**src/design/rau_pkg.sv**
```systemverilog
// Package for the rational arithmetic unit: operation codes, sequencer states and result widths.
`default_nettype none
package rau_pkg;
	typedef enum logic [3:0] {
		OP_ADD = 4'd0,
		OP_SUB = 4'd1,
		OP_MUL = 4'd2,
		OP_DIV = 4'd3,
		OP_GT  = 4'd4,
		OP_GE  = 4'd5,
		OP_LT  = 4'd6,
		OP_LE  = 4'd7,
		OP_EQ  = 4'd8
	} op_t;

	typedef enum logic [2:0] {
		ST_IDLE,
		ST_MUL,
		ST_PREP,
		ST_GCD,
		ST_DIVN,
		ST_DIVD,
		ST_DONE
	} state_t;

	localparam int NUM_W = 33;
	localparam int DEN_W = 31;
endpackage
`default_nettype wire

```
**src/design/rational_arithmetic_unit.sv**
```systemverilog
// Rational arithmetic unit: cross products, compares, sign fixup and GCD reduction.
//
// Usage: drive op and the four operand fields, pulse start while busy is low.
// The beat is taken at that edge and busy rises until the result is shown.
// The result (res_num, res_den, cmp_true, div_zero) is valid for exactly one
// cycle with done high; the receiver cannot stall, so it must take it then.
// The steps are: the three products (one shared multiplier used three
// times), a preparation step, then a binary GCD loop of one
// subtract-and-shift step per cycle, then two restoring divisions by the
// GCD at one quotient bit per cycle, then a final step to form the result.
// A compare, unused-op, zero-numerator or zero-denominator beat goes from
// preparation straight to the result step, skipping the GCD and divisions.
// A new beat can be taken at the edge that ends the done cycle, so beats
// do not overlap; the GCD and divide loops share a subtractor.
// Reset (arst_n low) returns the sequencer to idle and clears done and busy.
`default_nettype none
module rational_arithmetic_unit #(
	parameter int OPERAND_WIDTH = 16
) (
	input  wire logic        clk,
	input  wire logic        arst_n,
	input  wire logic        start,
	output logic             busy,
	output logic             done,
	input  wire logic [3:0]  op,
	input  wire logic signed [15:0] a_num,
	input  wire logic signed [15:0] a_den,
	input  wire logic signed [15:0] b_num,
	input  wire logic signed [15:0] b_den,
	output logic signed [rau_pkg::NUM_W-1:0] res_num,
	output logic [rau_pkg::DEN_W-1:0]        res_den,
	output logic             cmp_true,
	output logic             div_zero
);
	import rau_pkg::*;

	localparam int OW = OPERAND_WIDTH;
	localparam int PW = 2 * OW;       // product magnitude width
	localparam int SW = PW + 1;       // sum magnitude width
	localparam int CW = $clog2(SW + 1);

	state_t state_q, state_d;

	// operand magnitudes and signs
	logic [OW-1:0] an_m_q, ad_m_q, bn_m_q, bd_m_q;
	logic          an_s_q, ad_s_q, bn_s_q, bd_s_q;
	logic [3:0]    op_q;
	logic [1:0]    mphase_q;
	logic [PW-1:0] p0_q, p1_q, p2_q;  // an*bd (an*bn for mul), ad*bn, ad*bd
	logic [SW-1:0] nm_q, dm_q;        // result magnitudes
	logic          neg_q;
	logic [SW-1:0] gx_q, gy_q;        // gcd working pair
	logic [CW-1:0] gk_q;              // common power of two
	logic [SW-1:0] g_q;
	logic [SW-1:0] rem_q, quo_q;
	logic [CW-1:0] cnt_q;

	// sign-magnitude from raw operand bits
	function automatic logic [OW:0] sm(input logic [15:0] raw);
		logic [OW-1:0] v;
		logic          s;
		v = OW'(raw);
		s = v[OW-1];
		return {s, s ? (OW'(0) - v) : v};
	endfunction

	logic [OW:0] an_c, ad_c, bn_c, bd_c;
	assign an_c = sm(a_num);
	assign ad_c = sm(a_den);
	assign bn_c = sm(b_num);
	assign bd_c = sm(b_den);

	// shared multiplier, one product per phase
	logic [OW-1:0] mx, my;
	logic [PW-1:0] mp;
	always_comb begin
		unique case (mphase_q)
			2'd0: begin
				mx = an_m_q;
				my = (op_q == OP_MUL) ? bn_m_q : bd_m_q;
			end
			2'd1: begin
				mx = ad_m_q;
				my = bn_m_q;
			end
			default: begin
				mx = ad_m_q;
				my = bd_m_q;
			end
		endcase
	end
	assign mp = mx * my;

	// signs of products
	logic s_anbd, s_adbn, s_den, s_anbn, in_zero;
	assign s_anbd = an_s_q ^ bd_s_q;
	assign s_adbn = ad_s_q ^ bn_s_q;
	assign s_anbn = an_s_q ^ bn_s_q;
	assign s_den  = ad_s_q ^ bd_s_q;
	assign in_zero = (ad_m_q == '0) || (bd_m_q == '0);

	// preparation: numerator and denominator magnitudes, sign, divide-by-zero flag, compare result
	logic [SW-1:0] pn, pd;
	logic          pneg, pnum_s, pden_s, tsign, cmpv, dzv;
	logic [SW-1:0] x0, x1;
	always_comb begin
		x0 = SW'(p0_q);
		x1 = SW'(p1_q);
		pnum_s = 1'b0;
		pden_s = s_den;
		pn = '0;
		pd = SW'(p2_q);
		tsign = s_adbn ^ (op_q == OP_SUB);
		unique case (op_q)
			OP_ADD, OP_SUB: begin
				if (s_anbd == tsign) begin
					pn = x0 + x1;
					pnum_s = s_anbd;
				end else if (x0 >= x1) begin
					pn = x0 - x1;
					pnum_s = s_anbd;
				end else begin
					pn = x1 - x0;
					pnum_s = tsign;
				end
			end
			OP_MUL: begin
				pn = x0;
				pnum_s = s_anbn;
			end
			OP_DIV: begin
				pn = x0;
				pnum_s = s_anbd;
				pd = x1;
				pden_s = s_adbn;
			end
			default: ;
		endcase
		pneg = (pn != '0) && (pnum_s != pden_s);
		dzv = in_zero || (pd == '0);
		// compare: sign of cross products after making denominators positive
		begin
			logic xs, ys;
			logic gt, eq;
			xs = (p0_q != '0) && (an_s_q ^ ad_s_q);
			ys = (p1_q != '0) && (bn_s_q ^ bd_s_q);
			eq = (xs == ys) && (p0_q == p1_q);
			if (xs != ys) gt = ys;
			else if (xs) gt = p0_q < p1_q;
			else gt = p0_q > p1_q;
			unique case (op_q)
				OP_GT:   cmpv = gt;
				OP_GE:   cmpv = gt || eq;
				OP_LT:   cmpv = !gt && !eq;
				OP_LE:   cmpv = !gt;
				default: cmpv = eq;
			endcase
		end
	end

	// shared subtractor for gcd and division steps (the gcd gy-gx case uses its own)
	logic [SW-1:0] sa, sb, sd;
	logic          sc;
	logic [SW-1:0] rsh;
	always_comb begin
		sa = gx_q;
		sb = gy_q;
		rsh = {rem_q[SW-2:0], quo_q[SW-1]};
		if (state_q == ST_DIVN || state_q == ST_DIVD) begin
			sa = rsh;
			sb = g_q;
		end
	end
	assign {sc, sd} = {1'b0, sa} - {1'b0, sb};

	// sequencer
	always_comb begin
		state_d = state_q;
		unique case (state_q)
			ST_IDLE: if (start) state_d = ST_MUL;
			ST_MUL:  if (mphase_q == 2'd2) state_d = ST_PREP;
			ST_PREP: begin
				if (op_q > OP_DIV || dzv || pn == '0) state_d = ST_DONE;
				else state_d = ST_GCD;
			end
			ST_GCD:  if (gx_q == '0 || gy_q == '0) state_d = ST_DIVN;
			ST_DIVN: if (cnt_q == CW'(SW - 1)) state_d = ST_DIVD;
			ST_DIVD: if (cnt_q == CW'(SW - 1)) state_d = ST_DONE;
			ST_DONE: state_d = ST_IDLE;
			default: state_d = ST_IDLE;
		endcase
	end

	always_ff @(posedge clk or negedge arst_n) begin
		if (!arst_n) begin
			state_q  <= ST_IDLE;
			mphase_q <= 2'd0;
			done     <= 1'b0;
		end else begin
			state_q  <= state_d;
			mphase_q <= (state_q == ST_MUL) ? mphase_q + 2'd1 : 2'd0;
			done     <= (state_q == ST_DONE);
		end
	end
	assign busy = (state_q != ST_IDLE);

	// datapath
	always_ff @(posedge clk) begin
		unique case (state_q)
			ST_IDLE: if (start) begin
				{an_s_q, an_m_q} <= an_c;
				{ad_s_q, ad_m_q} <= ad_c;
				{bn_s_q, bn_m_q} <= bn_c;
				{bd_s_q, bd_m_q} <= bd_c;
				op_q <= op;
			end
			ST_MUL: begin
				unique case (mphase_q)
					2'd0:    p0_q <= mp;
					2'd1:    p1_q <= mp;
					default: p2_q <= mp;
				endcase
			end
			ST_PREP: begin
				nm_q <= pn;
				dm_q <= pd;
				neg_q <= pneg;
				gx_q <= pn;
				gy_q <= pd;
				gk_q <= '0;
				cnt_q <= '0;
				res_num <= '0;
				res_den <= (op_q <= OP_DIV && dzv) ? 31'd0 : 31'd1;
				div_zero <= (op_q <= OP_DIV) ? dzv : (op_q <= OP_EQ) && in_zero;
				cmp_true <= (op_q > OP_DIV) && (op_q <= OP_EQ) && !in_zero && cmpv;
			end
			ST_GCD: begin
				// binary gcd: strip common twos, then subtract
				if (gx_q == '0 || gy_q == '0) begin
					g_q <= (gx_q | gy_q) << gk_q;
					quo_q <= nm_q;
					rem_q <= '0;
					cnt_q <= '0;
				end else if (!gx_q[0] && !gy_q[0]) begin
					gx_q <= gx_q >> 1;
					gy_q <= gy_q >> 1;
					gk_q <= gk_q + 1'b1;
				end else if (!gx_q[0]) gx_q <= gx_q >> 1;
				else if (!gy_q[0]) gy_q <= gy_q >> 1;
				else if (!sc) gx_q <= sd >> 1;
				else gy_q <= (gy_q - gx_q) >> 1;
			end
			ST_DIVN, ST_DIVD: begin
				// restoring division, one quotient bit a cycle
				if (cnt_q == CW'(SW - 1)) begin
					cnt_q <= '0;
					rem_q <= '0;
					if (state_q == ST_DIVN) begin
						nm_q <= {quo_q[SW-2:0], !sc};
						quo_q <= dm_q;
					end else begin
						dm_q <= {quo_q[SW-2:0], !sc};
					end
				end else begin
					cnt_q <= cnt_q + 1'b1;
					if (!sc) begin
						rem_q <= sd;
						quo_q <= {quo_q[SW-2:0], 1'b1};
					end else begin
						rem_q <= rsh;
						quo_q <= {quo_q[SW-2:0], 1'b0};
					end
				end
			end
			ST_DONE: begin
				if (op_q <= OP_DIV && !div_zero) begin
					res_num <= neg_q ? 33'(-$signed({1'b0, nm_q}))
						: 33'($signed({1'b0, nm_q}));
					res_den <= (nm_q == '0) ? 31'd1 : 31'(dm_q);
				end
			end
			default: ;
		endcase
	end
endmodule
`default_nettype wire
```
**config.mk**
```make
export PLATFORM = sky130hd
export DESIGN_NAME = rational_arithmetic_unit
export DESIGN_NICKNAME = d
export VERILOG_FILES = /design/src/design/rau_pkg.sv /design/src/design/rational_arithmetic_unit.sv
export SDC_FILE = /design/constraint.sdc
export NUM_CORES = 2
export LEC_CHECK = 0
export BUFFER_PORTS_ARGS = -buffer_cell sky130_fd_sc_hd__buf_2
export CORE_AREA = 2 2 322 324
export CTS_BUF_LIST = sky130_fd_sc_hd__clkbuf_2 sky130_fd_sc_hd__clkbuf_4 sky130_fd_sc_hd__clkbuf_8
export DETAILED_ROUTE_END_ITERATION = 16
export DIE_AREA = 0 0 324 326
export GPL_ROUTABILITY_DRIVEN = 1
export MAX_ROUTING_LAYER = met4
export SLEW_MARGIN = 20
export SYNTH_ARGS = -nofsm -noshare
export SYNTH_HDL_FRONTEND = slang
export SYNTH_SLANG_ARGS = --single-unit
```
**constraint.sdc**
```tcl
create_clock -name clk -period 7.95 [get_ports clk]
set_input_delay 0.3975 -clock clk [delete_from_list [all_inputs] [get_ports clk]]
set_output_delay 0.3975 -clock clk [all_outputs]
set_load 0.03 [all_outputs]
```
==> results.md <==
- Total CTS buffers: 86
- Area of the multi-input gates: 24940 um2
- Worst-Margin Slew: ~1200 ps
- Initial DRC Count: approximately 4000
- Cell family with most CP delay: adder cells
- Critical path arrival: ~8000 ps
- Synth area leaders: edfxtp_1 (34%), fa_1 (9.5%), ha_1 (9.2%)
- Post-synth top area cell: edfxtp_1
- CTS tree: yes
- TritonCTS Sinks: around 480
- Gp weighted congestion: between 1 and 1.5
- Area of the core: about 100000 um2
- Area grow syn2layout: 11.38%
- First-pass GRT wire length: ~210 mm
- Ys flop type: edfxtp_1
- Worst slew margin: 14.28%
- Cells on worst reg2reg path: 28
- Final ANT Viol Nets: 0
- Row count: 118
- Gr ovfl total: 0
- Max Freq: between 0.1 and 0.15 GHz
- Initial DRT Pass Iterations: 6
- Status: finished, final reports clean
- Crit path required time: 8350 ps
- RSZ-0062 raised after global routing: false
- Worst Setup End Kind: flip-flop
- Mapped Cells: ~4500
- DRC: 0
- Filler cells: 9903
- Die Y: 326 um
- Final WL: 141.2 mm
- Max-cap violations: 0
- HPWL Detailed: between 100 and 150 mm
- Hold Vio Cnt, Final: 0
- CP Depth: 28
- Largest net degree at the start of global routing: 88
- FF-to-FF setup slack: between 300 and 400 ps
- Die area: 105600 um2
- CP Class: reg -> reg
- Root Driver: clkbuf_8
- Post-Syn Nets: ~5000
- Crit Path Max Fanout: 16
- Die width: approximately 320 um
- Global Route Usage Sum: a little over a quarter
- Cell area after synthesis: about 42000 um2
- Fin crit share: between 90% and 100%
- Final setup fails: 0
- Fin nets: ~5200
- Maximum root-to-sink buffer count: 3
- Skew final: around 68 ps
- Top cell type's share of synthesized area: between 30% and 40%
- Minimum clock period: around 7600 ps
- Synth async-reset ratio: between 1 and 1.5%
- Syn Area/Cell: around 9.3 um2
- Port Buf Inserts: approximately 140
- Skew-Pair Late Insertion Delay: slightly above 700 ps
- Max Slew Vio Count: 0
- Flops & latches, synth: 482
- Vias post-DR: 34860
- FF/Latch Area: roughly 14000 um2
- Crit-path slowest cell: fa_1
- Synth cell types: 91
- Number of synthesized flops with an enable pin: about 480
- Initial antenna violation count: 5
- Final TNS setup: 0 ps
- WL/cell: between 20 and 25 um
- Initial Util: 40.66%
- Hold depth: 2
- Startpoint types: flip-flop
- Min-delay worst type: in -> reg
- YS warnings: 0
- Share of post-route cells with drive strength above 1: 11.43%
- Worst path most repeated cell: fa_1
- I/O pins: 139
- Vias in the first global route: between 30000 and 40000
- CTS clk-pin slew, worst paths: about 70 ps
- Sequential-to-total area share from yosys stat: between 30% and 40%
- Worst Path Buf+Inv: 5
- H-tree Lvls: 3
- Avg Vias per Cell: around 5.7
- CP peak stage delay: 560 ps
[cells by family (layout without fill, tap and decap cells)]
family,count (synthesis),in the layout,share of synthesized area (%)
compound gates,1024,1024,15.76
xor+xnor,218,218,4.577
fa+ha+maj,506,506,18.76
buf+inv,670,888,6.172
flops,482,482,34.62
mux,181,181,5.005
other cells,0,4,0
simple gates,1390,1390,15.11
[path summary, 6_finish.rpt]
check	start	to
setup / recovery	op_q[2]$_DFFE_PP_	p1_q[24]$_DFFE_PP_
hold / removal	a_num[7]	an_m_q[7]$_DFFE_PP_
setup reg to reg	op_q[2]$_DFFE_PP_	p1_q[24]$_DFFE_PP_
hold reg to reg	mphase_q[0]$_DFF_PN0_	mphase_q[0]$_DFF_PN0_
max in group asynchronous	arst_n	mphase_q[1]$_DFF_PN0_
min in group asynchronous	arst_n	state_q[1]$_DFFE_PN0P_
[final cells by class]
class	count	area share [%]
antenna	4	0.02154
clock buffer	111	3.005
clock inverter	46	0.8051
inverter	451	3.643
multi-input combinational	3319	53.68
sequential	482	31.08
tap	1380	3.716
timing repair buffer	280	4.050
[layer usage]
metal  track usage [%]  part of all wire (%)  up-vias
met1             36.48                    42    16920
met3             5.030                   8.7      285
li1                  -                     -    16060
met5                 -                     0        -
met4             11.09                   4.6        0
met2             39.98                    44     1598
[Yosys cell counts, types with 63 or more instances]
master and instances:
nand2_1 480, a21oi_1 374, clkbuf_1 176, inv_1 449, xor2_1 73, mux2i_1 131, nor3_1 63, nor2_1 452
fa_1 199, xnor2_1 145, o21ai_0 202, edfxtp_1 476, ha_1 307
[placed cells by master (no fill, tap or decap), drive strengths merged, types with 59 or more instances in the layout]
cell	n
xnor2	145
edfxtp	476
buf	261
clkbuf	111
a21oi	376
nor3	66
nor4	59
nor2	452
inv	451
o21ai	206
ha	307
mux2i	131
nand2	480
xor2	73
fa	199
[flip-flops by register name (all words and copies together) (netlist names), 2 cells and up]
signal	cells
res_num	33
p1_q	32
cnt_q	6
ad_m_q	16
gy_q	32
gk_q	6
bd_m_q	16
state_q	3
bn_m_q	16
mphase_q	2
p2_q	32
op_q	4
res_den	31
quo_q	33
dm_q	33
g_q	33
p0_q	32
nm_q	33
rem_q	32
gx_q	33
an_m_q	16
[repair_timing]
action	CTS	global route
endpoints found under the setup margin	0	21
hold endpoints to repair	24	0
gates resized for setup	0	21
setup buffers	0	1
hold buffers	19	0
[stage by stage]
step                utilization [%]  cells  hold WS (ps)  setup slack, ps  cell area, um2
CTS                           45.16   6067        0.7987            96.38           46340
global route                  45.29   6073         16.78            14.69           46470
detailed placement            43.25   5891         292.0            151.2           44380
finish                        45.29   6073         43.58            383.7           46470
floorplan                         -   4471         101.9            7.887           41730
global placement              43.24   5891         290.5            294.7           44370
Power is left out: the tool's default activity adds up to more than one toggle a clock period on the data nets, which glitch-free logic cannot reach.
